`src/design/mxa_pkg.sv`:
```
// Shared types and constants of the 3x3 matrix ALU.
// Used by every module of the block and by its port checker; no dependencies.
package mxa_pkg;

    // Matrix geometry and fixed-point format
    localparam int DIM       = 3;
    localparam int FRAC_BITS = 16;
    localparam int NELEM     = DIM * DIM;

    // Index widths: element address and row/column counters
    localparam int IDX_W = $clog2(NELEM);
    localparam int RC_W  = (DIM > 1) ? $clog2(DIM) : 1;

    // Accumulator holds DIM full 64-bit products plus the rounding half
    localparam int ACC_W = 64 + $clog2(DIM) + 1;

    // Stream payload widths
    localparam int S_TDATA_W = 80;
    localparam int S_TUSER_W = 3;
    localparam int M_TDATA_W = 40;

    // Operation codes carried in the slave tuser
    typedef enum logic [2:0] {
        F_ADD   = 3'd0,
        F_SUB   = 3'd1,
        F_MUL   = 3'd2,
        F_SCALE = 3'd3,
        F_INC   = 3'd4,
        F_DEC   = 3'd5,
        F_TRANS = 3'd6,
        F_CMP   = 3'd7
    } t_func;

    // Sequencer states
    typedef enum logic [3:0] {
        S_LOAD  = 4'b0001,
        S_ISSUE = 4'b0010,
        S_WAIT  = 4'b0100,
        S_EMIT  = 4'b1000
    } t_state;

    // Tag that travels with each operand pair through the shared unit
    typedef struct packed {
        logic valid;
        logic first;
        logic last;
    } t_step;

endpackage

```
`src/design/mxa_store.sv`:
```
// Operand storage for matrices A and B: one write port, one read port each.
// Read data is registered. Depends on mxa_pkg.
module mxa_store (
    input  logic                         i_clk,
    input  logic                         i_we,
    input  logic [mxa_pkg::IDX_W-1:0]    i_waddr,
    input  logic signed [31:0]           i_a_wdata,
    input  logic signed [31:0]           i_b_wdata,
    input  logic [mxa_pkg::IDX_W-1:0]    i_a_raddr,
    input  logic [mxa_pkg::IDX_W-1:0]    i_b_raddr,
    output logic signed [31:0]           o_a_rdata,
    output logic signed [31:0]           o_b_rdata
);

    logic signed [31:0] r_a_mem [mxa_pkg::NELEM];
    logic signed [31:0] r_b_mem [mxa_pkg::NELEM];

    // Write both matrices at the load position
    always_ff @(posedge i_clk) begin
        if (i_we) begin
            r_a_mem[i_waddr] <= i_a_wdata;
            r_b_mem[i_waddr] <= i_b_wdata;
        end
    end

    // Registered reads
    always_ff @(posedge i_clk) begin
        o_a_rdata <= r_a_mem[i_a_raddr];
        o_b_rdata <= r_b_mem[i_b_raddr];
    end

endmodule

```
`src/design/mxa_alu.sv`:
```
// Shared arithmetic unit: one 32x32 multiplier, one adder and a compare in
// stage 1, accumulator and compare decision in stage 2. Depends on mxa_pkg.
module mxa_alu (
    input  logic                 i_clk,
    input  logic                 i_rst_n,
    input  mxa_pkg::t_func       i_func,
    input  logic signed [15:0]   i_scale,
    input  mxa_pkg::t_step       i_step,
    input  logic signed [31:0]   i_a,
    input  logic signed [31:0]   i_b,
    output logic signed [31:0]   o_value,
    output logic                 o_less,
    output logic                 o_done
);

    localparam logic signed [33:0] ONE = 34'sd1 <<< mxa_pkg::FRAC_BITS;
    localparam logic signed [mxa_pkg::ACC_W-1:0] HALF =
        mxa_pkg::ACC_W'(1) <<< (mxa_pkg::FRAC_BITS - 1);

    // Clamp a wide value to the signed 32-bit range
    function automatic logic signed [31:0] sat32(
        input logic signed [mxa_pkg::ACC_W-1:0] v);
        logic signed [mxa_pkg::ACC_W-1:0] hi;
        logic signed [mxa_pkg::ACC_W-1:0] lo;
        hi = mxa_pkg::ACC_W'(32'sh7fff_ffff);
        lo = mxa_pkg::ACC_W'(32'sh8000_0000);
        if (v > hi) begin
            sat32 = 32'sh7fff_ffff;
        end else if (v < lo) begin
            sat32 = 32'sh8000_0000;
        end else begin
            sat32 = v[31:0];
        end
    endfunction

    logic signed [31:0]               mul_opnd;
    logic signed [33:0]               addend;
    logic signed [33:0]               n_sum;
    logic signed [63:0]               n_prod;

    logic signed [63:0]               r_prod;
    logic signed [33:0]               r_sum;
    logic signed [31:0]               r_a;
    logic                             r_lt;
    logic                             r_gt;
    mxa_pkg::t_step                   r_step;

    logic signed [mxa_pkg::ACC_W-1:0] r_acc;
    logic signed [mxa_pkg::ACC_W-1:0] prod_ext;
    logic signed [mxa_pkg::ACC_W-1:0] shifted;
    logic                             r_flag;
    logic                             r_decided;
    logic                             r_done;

    // Select multiplier and adder operands
    always_comb begin
        mul_opnd = (i_func == mxa_pkg::F_MUL) ? i_b : 32'(i_scale);
        unique case (i_func)
            mxa_pkg::F_ADD: addend = 34'(i_b);
            mxa_pkg::F_SUB: addend = -34'(i_b);
            mxa_pkg::F_INC: addend = ONE;
            mxa_pkg::F_DEC: addend = -ONE;
            default:        addend = '0;
        endcase
        n_sum  = 34'(i_a) + addend;
        n_prod = 64'(i_a) * 64'(mul_opnd);
    end

    // Stage 1: register product, sum and compare
    always_ff @(posedge i_clk) begin
        r_prod <= n_prod;
        r_sum  <= n_sum;
        r_a    <= i_a;
        r_lt   <= (i_a < i_b);
        r_gt   <= (i_a > i_b);
        if (!i_rst_n) begin
            r_step <= '0;
        end else begin
            r_step <= i_step;
        end
    end

    assign prod_ext = mxa_pkg::ACC_W'(r_prod);

    // Stage 2: accumulate, or take the single-step result
    always_ff @(posedge i_clk) begin
        if (r_step.valid) begin
            unique case (i_func)
                mxa_pkg::F_MUL: begin
                    r_acc <= r_step.first ? (prod_ext + HALF) : (r_acc + prod_ext);
                end
                mxa_pkg::F_SCALE: r_acc <= prod_ext;
                mxa_pkg::F_TRANS: r_acc <= mxa_pkg::ACC_W'(r_a);
                mxa_pkg::F_CMP: begin
                    if (r_step.first || !r_decided) begin
                        r_flag    <= r_lt;
                        r_decided <= r_lt | r_gt;
                    end
                end
                default:          r_acc <= mxa_pkg::ACC_W'(r_sum);
            endcase
        end
    end

    // Pulse when the last step of an element leaves stage 2
    always_ff @(posedge i_clk) begin
        if (!i_rst_n) begin
            r_done <= 1'b0;
        end else begin
            r_done <= r_step.valid & r_step.last;
        end
    end

    // Drop fraction bits of the product sum, then saturate
    assign shifted = (i_func == mxa_pkg::F_MUL) ? (r_acc >>> mxa_pkg::FRAC_BITS) : r_acc;
    assign o_value = sat32(shifted);
    assign o_less  = r_flag;
    assign o_done  = r_done;

endmodule

```
`src/design/matrix3x3_alu.sv`:
```
// Top level of the 3x3 matrix ALU: load counter, sequencer and output register.
// Instantiates mxa_store and mxa_alu; depends on mxa_pkg.
//
// Usage:
//   Slave stream: each transaction carries one element of A and one of B
//   (tdata, row-major) plus the opcode (tuser). The ninth transaction
//   completes the load; its opcode and scale factor select the operation.
//   Master stream: nine result elements in row-major order with row and
//   column, or a single compare flag; tlast marks the final result.
// Timing:
//   Loading accepts one element per cycle while s_axis_tvalid is high. Each
//   result element then passes K operand steps through the shared
//   multiply/add unit, where K is 3 for the matrix product, 9 for the
//   compare (one result) and 1 otherwise. The unit works on one element
//   at a time: the sequencer issues its steps, waits for the result and
//   emits it before the next element begins.
//   s_axis_tready is high only while loading; the next load may begin while
//   the final result still waits in the output register.
// Reset: synchronous, active low; clears the load position and the
//   sequencer and drops m_axis_tvalid. Stored matrices are not cleared.
// Stall: while m_axis_tready is low the result is held and the sequencer
//   waits before loading the next one.
module matrix3x3_alu (
    input  logic                            i_clk,
    input  logic                            i_rst_n,
    input  logic                            s_axis_tvalid,
    output logic                            s_axis_tready,
    // [31:0] a_elem, [63:32] b_elem, [79:64] scale_factor
    input  logic [mxa_pkg::S_TDATA_W-1:0]   s_axis_tdata,
    // [2:0] func
    input  logic [mxa_pkg::S_TUSER_W-1:0]   s_axis_tuser,
    output logic                            m_axis_tvalid,
    input  logic                            m_axis_tready,
    // [31:0] value, [33:32] row, [35:34] col, [36] less, [39:37] zero
    output logic [mxa_pkg::M_TDATA_W-1:0]   m_axis_tdata,
    output logic                            m_axis_tlast
);

    localparam logic [mxa_pkg::IDX_W-1:0] POS_LAST   = mxa_pkg::IDX_W'(mxa_pkg::NELEM - 1);
    localparam logic [mxa_pkg::IDX_W-1:0] K_MUL_LAST = mxa_pkg::IDX_W'(mxa_pkg::DIM - 1);
    localparam logic [mxa_pkg::IDX_W-1:0] K_CMP_LAST = mxa_pkg::IDX_W'(mxa_pkg::NELEM - 1);
    localparam logic [mxa_pkg::RC_W-1:0]  RC_LAST    = mxa_pkg::RC_W'(mxa_pkg::DIM - 1);

    mxa_pkg::t_state              r_state;
    logic [mxa_pkg::IDX_W-1:0]    r_pos;
    mxa_pkg::t_func               r_func;
    logic signed [15:0]           r_sf;
    logic [mxa_pkg::RC_W-1:0]     r_row;
    logic [mxa_pkg::RC_W-1:0]     r_col;
    logic [mxa_pkg::IDX_W-1:0]    r_k;
    mxa_pkg::t_step               r_step;
    mxa_pkg::t_step               n_step;

    logic                         r_out_valid;
    logic signed [31:0]           r_out_value;
    logic [1:0]                   r_out_row;
    logic [1:0]                   r_out_col;
    logic                         r_out_less;
    logic                         r_out_last;

    logic                         in_accept;
    logic                         out_free;
    logic [mxa_pkg::IDX_W-1:0]    k_last;
    logic [mxa_pkg::IDX_W-1:0]    a_raddr;
    logic [mxa_pkg::IDX_W-1:0]    b_raddr;
    logic                         is_final;
    logic signed [31:0]           rd_a;
    logic signed [31:0]           rd_b;
    logic signed [31:0]           alu_value;
    logic                         alu_less;
    logic                         alu_done;

    assign s_axis_tready = (r_state == mxa_pkg::S_LOAD);
    assign in_accept     = s_axis_tvalid & s_axis_tready;
    assign out_free      = !r_out_valid || m_axis_tready;

    // Index of the last operand step per result element
    always_comb begin
        if (r_func == mxa_pkg::F_MUL) begin
            k_last = K_MUL_LAST;
        end else if (r_func == mxa_pkg::F_CMP) begin
            k_last = K_CMP_LAST;
        end else begin
            k_last = '0;
        end
    end

    // Operand addresses for the current element and step
    always_comb begin
        unique case (r_func)
            mxa_pkg::F_MUL: begin
                a_raddr = mxa_pkg::IDX_W'(int'(r_row) * mxa_pkg::DIM + int'(r_k));
                b_raddr = mxa_pkg::IDX_W'(int'(r_k) * mxa_pkg::DIM + int'(r_col));
            end
            mxa_pkg::F_TRANS: begin
                a_raddr = mxa_pkg::IDX_W'(int'(r_col) * mxa_pkg::DIM + int'(r_row));
                b_raddr = a_raddr;
            end
            mxa_pkg::F_CMP: begin
                a_raddr = r_k;
                b_raddr = r_k;
            end
            default: begin
                a_raddr = mxa_pkg::IDX_W'(int'(r_row) * mxa_pkg::DIM + int'(r_col));
                b_raddr = a_raddr;
            end
        endcase
    end

    assign is_final = (r_func == mxa_pkg::F_CMP) || ((r_row == RC_LAST) && (r_col == RC_LAST));

    // Step tag issued this cycle
    always_comb begin
        n_step.valid = (r_state == mxa_pkg::S_ISSUE);
        n_step.first = (r_k == '0);
        n_step.last  = (r_k == k_last);
    end

    // Sequencer: load, issue operand steps, wait for the unit, emit
    always_ff @(posedge i_clk) begin
        if (!i_rst_n) begin
            r_state <= mxa_pkg::S_LOAD;
            r_pos   <= '0;
            r_row   <= '0;
            r_col   <= '0;
            r_k     <= '0;
        end else begin
            unique case (r_state)
                mxa_pkg::S_LOAD: begin
                    if (in_accept) begin
                        if (r_pos == POS_LAST) begin
                            r_pos   <= '0;
                            r_func  <= mxa_pkg::t_func'(s_axis_tuser);
                            r_sf    <= s_axis_tdata[79:64];
                            r_row   <= '0;
                            r_col   <= '0;
                            r_k     <= '0;
                            r_state <= mxa_pkg::S_ISSUE;
                        end else begin
                            r_pos <= r_pos + 1'b1;
                        end
                    end
                end
                mxa_pkg::S_ISSUE: begin
                    if (r_k == k_last) begin
                        r_k     <= '0;
                        r_state <= mxa_pkg::S_WAIT;
                    end else begin
                        r_k <= r_k + 1'b1;
                    end
                end
                mxa_pkg::S_WAIT: begin
                    if (alu_done) begin
                        r_state <= mxa_pkg::S_EMIT;
                    end
                end
                mxa_pkg::S_EMIT: begin
                    if (out_free) begin
                        if (is_final) begin
                            r_row   <= '0;
                            r_col   <= '0;
                            r_state <= mxa_pkg::S_LOAD;
                        end else begin
                            if (r_col == RC_LAST) begin
                                r_col <= '0;
                                r_row <= r_row + 1'b1;
                            end else begin
                                r_col <= r_col + 1'b1;
                            end
                            r_state <= mxa_pkg::S_ISSUE;
                        end
                    end
                end
                default: r_state <= mxa_pkg::S_LOAD;
            endcase
        end
    end

    // Align step tag with registered read data
    always_ff @(posedge i_clk) begin
        if (!i_rst_n) begin
            r_step <= '0;
        end else begin
            r_step <= n_step;
        end
    end

    // Output register: load a result, drop it when taken
    always_ff @(posedge i_clk) begin
        if (!i_rst_n) begin
            r_out_valid <= 1'b0;
        end else if ((r_state == mxa_pkg::S_EMIT) && out_free) begin
            r_out_valid <= 1'b1;
        end else if (m_axis_tready) begin
            r_out_valid <= 1'b0;
        end
    end

    always_ff @(posedge i_clk) begin
        if ((r_state == mxa_pkg::S_EMIT) && out_free) begin
            r_out_last <= is_final;
            if (r_func == mxa_pkg::F_CMP) begin
                r_out_value <= '0;
                r_out_row   <= '0;
                r_out_col   <= '0;
                r_out_less  <= alu_less;
            end else begin
                r_out_value <= alu_value;
                r_out_row   <= 2'(r_row);
                r_out_col   <= 2'(r_col);
                r_out_less  <= 1'b0;
            end
        end
    end

    assign m_axis_tvalid = r_out_valid;
    assign m_axis_tlast  = r_out_last;
    assign m_axis_tdata  = {3'b000, r_out_less, r_out_col, r_out_row, r_out_value};

    mxa_store u_store (
        .i_clk     (i_clk),
        .i_we      (in_accept),
        .i_waddr   (r_pos),
        .i_a_wdata (s_axis_tdata[31:0]),
        .i_b_wdata (s_axis_tdata[63:32]),
        .i_a_raddr (a_raddr),
        .i_b_raddr (b_raddr),
        .o_a_rdata (rd_a),
        .o_b_rdata (rd_b)
    );

    mxa_alu u_alu (
        .i_clk   (i_clk),
        .i_rst_n (i_rst_n),
        .i_func  (r_func),
        .i_scale (r_sf),
        .i_step  (r_step),
        .i_a     (rd_a),
        .i_b     (rd_b),
        .o_value (alu_value),
        .o_less  (alu_less),
        .o_done  (alu_done)
    );

endmodule

```
`config.mk`:
```
export PLATFORM = sky130hd
export DESIGN_NAME = matrix3x3_alu
export DESIGN_NICKNAME = d
export VERILOG_FILES = /design/src/design/mxa_pkg.sv /design/src/design/mxa_store.sv /design/src/design/mxa_alu.sv /design/src/design/matrix3x3_alu.sv
export SDC_FILE = /design/constraint.sdc
export NUM_CORES = 2
export LEC_CHECK = 0
export ABC_CLOCK_PERIOD_IN_PS = 10600
export BUFFER_PORTS_ARGS = -buffer_cell sky130_fd_sc_hd__buf_2
export CAP_MARGIN = 20
export CORE_MARGIN = 2
export CORE_UTILIZATION = 49
export CTS_CLUSTER_SIZE = 16
export DETAILED_ROUTE_END_ITERATION = 8
export HOLD_SLACK_MARGIN = 0.08
export SYNTH_ARGS = -nofsm -noshare
export SYNTH_HDL_FRONTEND = slang
export SYNTH_SLANG_ARGS = --single-unit
```
`constraint.sdc`:
```
create_clock -name i_clk -period 10.6 [get_ports i_clk]
set_input_delay 2.12 -clock i_clk [delete_from_list [all_inputs] [get_ports i_clk]]
set_output_delay 2.12 -clock i_clk [all_outputs]
set_load 0.01 [all_outputs]
```
# Word level (Yosys, flattened, before mapping)
# Memory sizes are Yosys's and may differ from the RTL's. A register that Yosys moved wholly into a read port is not among the register bits.
# Cells that the tools add are included.
[word_totals] word_cells=134 memories=2 in_bits=87 regBits=282 ram_bits=576
[mem_list] memory="u_store.r_a_mem" depth=9 word_bits=32 rd=1 rd_ports_with_merged_regs=1 wr=1 line_no="mxa_store.sv:15" rtl="logic signed [31:0] r_a_mem [mxa_pkg::NELEM];"
[mem_list] memory="u_store.r_b_mem" depth=9 word_bits=32 rd=1 rd_ports_with_merged_regs=1 wr=1 line_no="mxa_store.sv:16" rtl="logic signed [31:0] r_b_mem [mxa_pkg::NELEM];"
[op_classes] muxes=37 add_sub_neg=12 mul=4 n_reduce_logical=21 bitwise=4 order_cmp=4 n_eq_ne=21
[ops] operator="67-bit case mux with 4 select lines" n=1
[ops] operator="34-bit case mux with 4 select lines" n=1
[ops] operator="67-bit by 64-bit adder with 67-bit output" n=1
[ops] operator="67-bit by 32-bit > comparator with 1-bit output (second input constant)" n=1
[ops] operator="67-bit by 32-bit < comparator with 1-bit output (second input constant)" n=1
[ops] operator="67-bit 2-to-1 mux" n=1
[ops] operator="66-bit 2-to-1 mux" n=1
[ops] operator="64-bit by 17-bit adder with 65-bit output (second input constant)" n=1
[ops] operator="32-bit by 32-bit multiplier with 64-bit output" n=1
[ops] operator="32-bit 2-to-1 mux" n=2
[ops] operator="4-bit 2-to-1 mux" n=11
[ops] operator="32-bit by 34-bit adder with 34-bit output" n=1
[ops] operator="32-bit negator with 34-bit output" n=1
[ops] operator="32-bit > comparator" n=1
[ops] operator="32-bit < comparator" n=1
[ops] operator="31-bit 2-to-1 mux" n=1
[ops] operator="4-bit case mux with 3 select lines" n=2
[ops] operator="2-bit 2-to-1 mux" n=9
[ops] operator="4-bit case mux with 4 select lines" n=1
[ops] operator="4-bit by 2-bit adder with 4-bit output" n=3
[ops] operator="3-bit == test (second input constant)" n=4
[ops] operator="5-bit AND reduction" n=2
[ops] operator="4-bit by 1-bit adder with 4-bit output (second input constant)" n=2
[ops] operator="4-bit == test (second input constant)" n=2
[ops] operator="30 further kinds" n=51

# Depth between registers and ports, before layout
[logic_depth] depth_word=6 mapped_depth=40 mapped_depth_nobuf=35

# Hierarchy
# Synthesis repeated with hierarchy kept, for this count alone.
[unflattened] hier_cells=7351 area_unflattened_um2=78999.5
[by_module_without_submodules] mod="mxa_alu" seq_area_each_um2=4794.6 n_inst=1 area_per_inst_um2=51754.6 cells_per_inst=5812
[by_module_without_submodules] mod="mxa_store" seq_area_each_um2=18577.8 n_inst=1 area_per_inst_um2=23553.8 cells_per_inst=1243
[by_module_without_submodules] mod="matrix3x3_alu" seq_area_each_um2=2112.0 n_inst=1 area_per_inst_um2=3691.0 cells_per_inst=296

# Worst setup path before layout
# OpenSTA, ideal clock, no wires.
[synth_timing] path_type="reg-to-reg" start="register r_func[1]" end="register u_alu.r_prod[63]" period_less_slack_ns=8.910 slack_ns=1.690 t_required_ns=10.479 setup_ns=0.121 path_buffers=4 stages_incl_launch_ff=33 arrival_ns=8.789 path_cell_list="edfxtp_1 clkbuf_1 clkinv_1 nor2_1 nand2_1 clkbuf_1 clkbuf_1 o21ai_1 clkbuf_1 nand2_1 inv_1 fa_1 fa_1 fa_1 fa_1 inv_1 fa_1 inv_1 fa_1 inv_1 fa_1 inv_1 fa_1 ha_1 nand4_1 nor3_1 inv_1 o21ai_0 o21ai_0 a31o_2 o21ai_0 a21oi_1 xnor2_1"
[synth_between] elab_chain_cells=3
[synth_lines] element="start, declared" line_no="matrix3x3_alu.sv:46" rtl="mxa_pkg::t_func r_func;"
[synth_lines] element="start signal, assigned" line_no="matrix3x3_alu.sv:133" rtl="r_func <= mxa_pkg::t_func'(s_axis_tuser);"
[synth_lines] element="3-bit by 2-bit == test with 1-bit output" line_no="mxa_alu.sv:57" rtl="mul_opnd = (i_func == mxa_pkg::F_MUL) ? i_b : 32'(i_scale);"
[synth_lines] element="32-bit 2-to-1 mux" line_no="mxa_alu.sv:57"
[synth_lines] element="32-bit by 32-bit multiplier with 64-bit output" line_no="mxa_alu.sv:66" rtl="n_prod = 64'(i_a) * 64'(mul_opnd);"
[synth_lines] element="named net u_alu.n_prod[63]" line_no="mxa_alu.sv:39" rtl="logic signed [63:0] n_prod;"
[synth_lines] element="end signal, assigned" line_no="mxa_alu.sv:71" rtl="r_prod <= n_prod;"
[synth_lines] element="end, declared" line_no="mxa_alu.sv:41" rtl="logic signed [63:0] r_prod;"
# The timed path passes the listed nets, and every way through them passes these cells.
# A chain may end at the register's enable or synchronous reset.

# Worst setup path in the final report
[layout_timing] start="register r_func[1]" end="register u_alu.r_prod[62]"
# The elaborated chain is that of the path after synthesis.

==> metrics.yaml <==
r2r_cells: 28
synth-main-ff-cell: "sky130_fd_sc_hd__edfxtp_1"
critical-path-slowest-cell: "sky130_fd_sc_hd__and2_1"
drt_iter0_drc: 4269
setup_viol_count_final: 0
synthMuxAreaShare: 0.00152
std_cell_rows: 147
fin_setup_tns_ps: 0
filler_cell_count: 14300
r2r-start: "r_func[1]"
number_of_synthesized_flops_with_an_enable_pin: 702
die_x_um: 405
postSynthCellCount: 7722
core_occupancy_in_the_finished_layout: 0.532
layout.area.seq_um2: 25500
starting_utilization_of_the_core_area: 0.493
cts_tree: "built"
synth_top_family_by_area: "adder cells"
cts.reportedPaths.clkPinSlew_ps: 70
timing.critical_path.fanout_max: 29
timing.slew.headroom: 0.238
worst_r2r_endpoint: "u_alu.r_prod[62]"
placement.cell_area_um2: 81800
worstPathRequired_ps: 11210
fin_worst_skew_ps: 53.3
fin_area_um2: 85200
final_net_count: 9177
post_synth_and_or_nand_nor_area_fraction: 0.140
drc_errors: 0
synth-xor-area-share: 0.0225
post-cts-setup-buffer-count: 0
die_y_um: 405
fmax_ghz: 0.102
pin_count_of_the_biggest_net_entering_global_routing: 87
multi_input_area_um2: 48000
syn_avg_cell_area_um2: 10.2
antenna_violations_before_repair: 17
synthArstFlopShare: 0
grt_pass1_wl_mm: 345
detailedRoute.firstPassIterationCount: 5
cts_hold_repair.buffers: 0
unrepaired_setup_endpoints_after_global_routing: "no"
postRouteAntennaNets: 0
postSynthRegisterBits: 922
min_delay_worst_endpoint: "u_alu.r_step[0]"
timing.critical_path.from_type: "flip-flop"
worstSetupEndpointType: "flip-flop"
final_slew_viol_count: 0
areaGrowthSynthToFinish_pct: 7.93
grt_remaining_overflow: 0
arrival_ps: 10400
synth_fa_ha_area_frac: 0.330
cts-root-buf: "sky130_fd_sc_hd__clkbuf_16"
port-buffer-count: 126
synth_compound_gate_area_share: 0.111
syn-cell-area_um2: 79000
worstHoldPathCells: 1
core_region_area_um2: 160000
synth.yosys.seq_area_share: 0.323
numCtsBuffers: 98
finalCriticalPeriod_ps: 9790
maxCapViolCount: 0
timing.critical_path.mode_cell: "sky130_fd_sc_hd__fa_1"
hold_start: "r_step[0]"
number_of_global_route_vias_before_repair: 57600
post_synth_num_cell_types: 93
hold_wc_path_type: "reg2reg"
cts-root-to-sink-buffers: 3
critical-path-max-stage-delay_ps: 730
floorplan.die_area_um2: 164000
drt_wl_total_mm: 220
synthesis_warnings: 0
ioPinCount: 130
timing.final.crit_share: 0.924
dp_hpwl_mm: 166
overall_global_routing_resource_usage: 0.274
via_density_per_instance: 5.60
hold_violations: 0
htree_levels: 3
cts_sinks: 922
num_vias: 55500
status: "completed"
globalplace.congestion: 0.955
timing.setup.critical_path_class: "reg2reg"
wl_per_cell_um: 22.2
ctsResizeCount: 0
tightest_slew_ps: 1140
final_layout_size_suffix_gt1_frac: 0.0645
regToRegSetupSlack_ps: 810
worstSkewPairLatency_ps: 750
==> how the worst max path moves through the flow <==
stage	startpoint	to	slack, ps	cells past startpoint
3_3_place_gp	r_func[1]	u_alu.r_prod[62]	1150	28
4_1_cts	r_func[1]	u_alu.r_prod[62]	920	28
3_5_place_dp	r_func[1]	u_alu.r_prod[62]	970	28
6_report	r_func[1]	u_alu.r_prod[62]	810	28
5_1_grt	r_func[1]	u_alu.r_prod[63]	410	30
2_1_floorplan	r_func[1]	u_alu.r_prod[63]	1690	32
==> critical path, delay by kind of cell (launching register included) <==
kind	cells	cell delay [ps]
xor gates and xnor gates	1	140
and+or+nand+nor	5	1570
AOI/OAI and AO/OA	10	2530
adders and majority gates	9	4520
buffers and inverters	3	480
DFF	1	390
==> cell type report <==
| class | count | area share |
|---|---|---|
| Inverter | 1058 | 0.0466 |
| Sequential cell | 922 | 0.299 |
| Tap cell | 2160 | 0.0317 |
| Antenna cell | 2 | 0.0000587 |
| Timing Repair Buffer | 259 | 0.0194 |
| Clock buffer | 142 | 0.0335 |
| Clock inverter | 44 | 0.00630 |
| Multi-Input combinational cell | 5322 | 0.563 |
==> Yosys cell counts (all sizes together) (13+ instances only) <==
master / n / area, um2
and3: 33 / 206
nand4: 58 / 363
dfxtp: 220 / 4400
o21bai: 28 / 210
xor2: 67 / 587
xnor2: 136 / 1190
nor2b: 222 / 1390
a211oi: 154 / 1160
nand2b: 23 / 144
o22ai: 43 / 269
inv: 1056 / 3960
fa: 1090 / 21800
a311oi: 67 / 587
buf: 41 / 246
o21a: 60 / 450
o31ai: 13 / 97.6
o21ai: 274 / 1370
a31oi: 88 / 566
ha: 339 / 4240
o211ai: 20 / 150
clkbuf: 381 / 1440
nor4: 25 / 171
a21oi: 375 / 1880
a221oi: 21 / 184
nor3: 38 / 195
and2: 455 / 2850
or2: 18 / 113
a21o: 138 / 1040
nor2: 251 / 950
nand2: 1084 / 4080
edfxtp: 702 / 21100
nand3: 64 / 325
==> cell usage in the layout (no fill, tap or decap), types with 104 or more instances in the layout <==
| cell type | n |
|---|---|
| sky130_fd_sc_hd__fa_1 | 1090 |
| sky130_fd_sc_hd__nand2_1 | 1081 |
| sky130_fd_sc_hd__inv_1 | 1054 |
| sky130_fd_sc_hd__edfxtp_1 | 702 |
| sky130_fd_sc_hd__and2_1 | 393 |
| sky130_fd_sc_hd__a21oi_1 | 372 |
| sky130_fd_sc_hd__ha_1 | 339 |
| sky130_fd_sc_hd__o21ai_0 | 259 |
| sky130_fd_sc_hd__nor2_1 | 247 |
| sky130_fd_sc_hd__nor2b_1 | 222 |
| sky130_fd_sc_hd__dfxtp_1 | 214 |
| sky130_fd_sc_hd__a211oi_1 | 154 |
| sky130_fd_sc_hd__xnor2_1 | 136 |
| sky130_fd_sc_hd__a21o_1 | 132 |
| sky130_fd_sc_hd__buf_4 | 132 |
| sky130_fd_sc_hd__buf_2 | 126 |
| sky130_fd_sc_hd__clkbuf_16 | 104 |
==> logic make-up (layout without fill, tap and decap cells) <==
kind of cell,after synthesis,after routing
simple gates,2308,2308
compound gates,1367,1367
other cells,1,5
flops,922,922
buf+inv,1480,1503
xor+xnor,203,203
mux,12,12
fa+ha+maj,1429,1429
==> state kept, by name, summed over array words and instances, names as in the netlist, 2 cells and up <==
name               count
r_col                  2
r_func                 3
r_k                    4
r_out_col              2
r_out_row              2
r_out_value           32
r_pos                  4
r_row                  2
r_sf                  16
r_state                4
r_step                 3
u_alu.r_a             32
u_alu.r_acc           67
u_alu.r_prod          64
u_alu.r_step           3
u_alu.r_sum           34
u_store.o_a_rdata     32
u_store.o_b_rdata     32
u_store.r_a_mem      288
u_store.r_b_mem      288
==> routing by layer <==
| layer | global-route usage | up-vias | share of wire |
|---|---|---|---|
| li1 | - | 25200 | - |
| met1 | 0.389 | 28300 | 0.45 |
| met2 | 0.430 | 1730 | 0.45 |
| met3 | 0.0544 | 297 | 0.074 |
| met4 | 0.0725 | 22 | 0.025 |
| met5 | 0 | - | 0.00064 |
==> through the flow <==
step / std cells / hold WS [ps] / worst slack, ps
floorplan: 7724 / 385 / 1690
global route: 9909 / 451 / 410
detailed placement: 9719 / 420 / 973
global placement: 9719 / 415 / 1150
finish: 9909 / 439 / 810
CTS: 9905 / 437 / 925
Power is not shown: default switching activity piles up to over one toggle a cycle in this logic, so the estimate is an artifact.
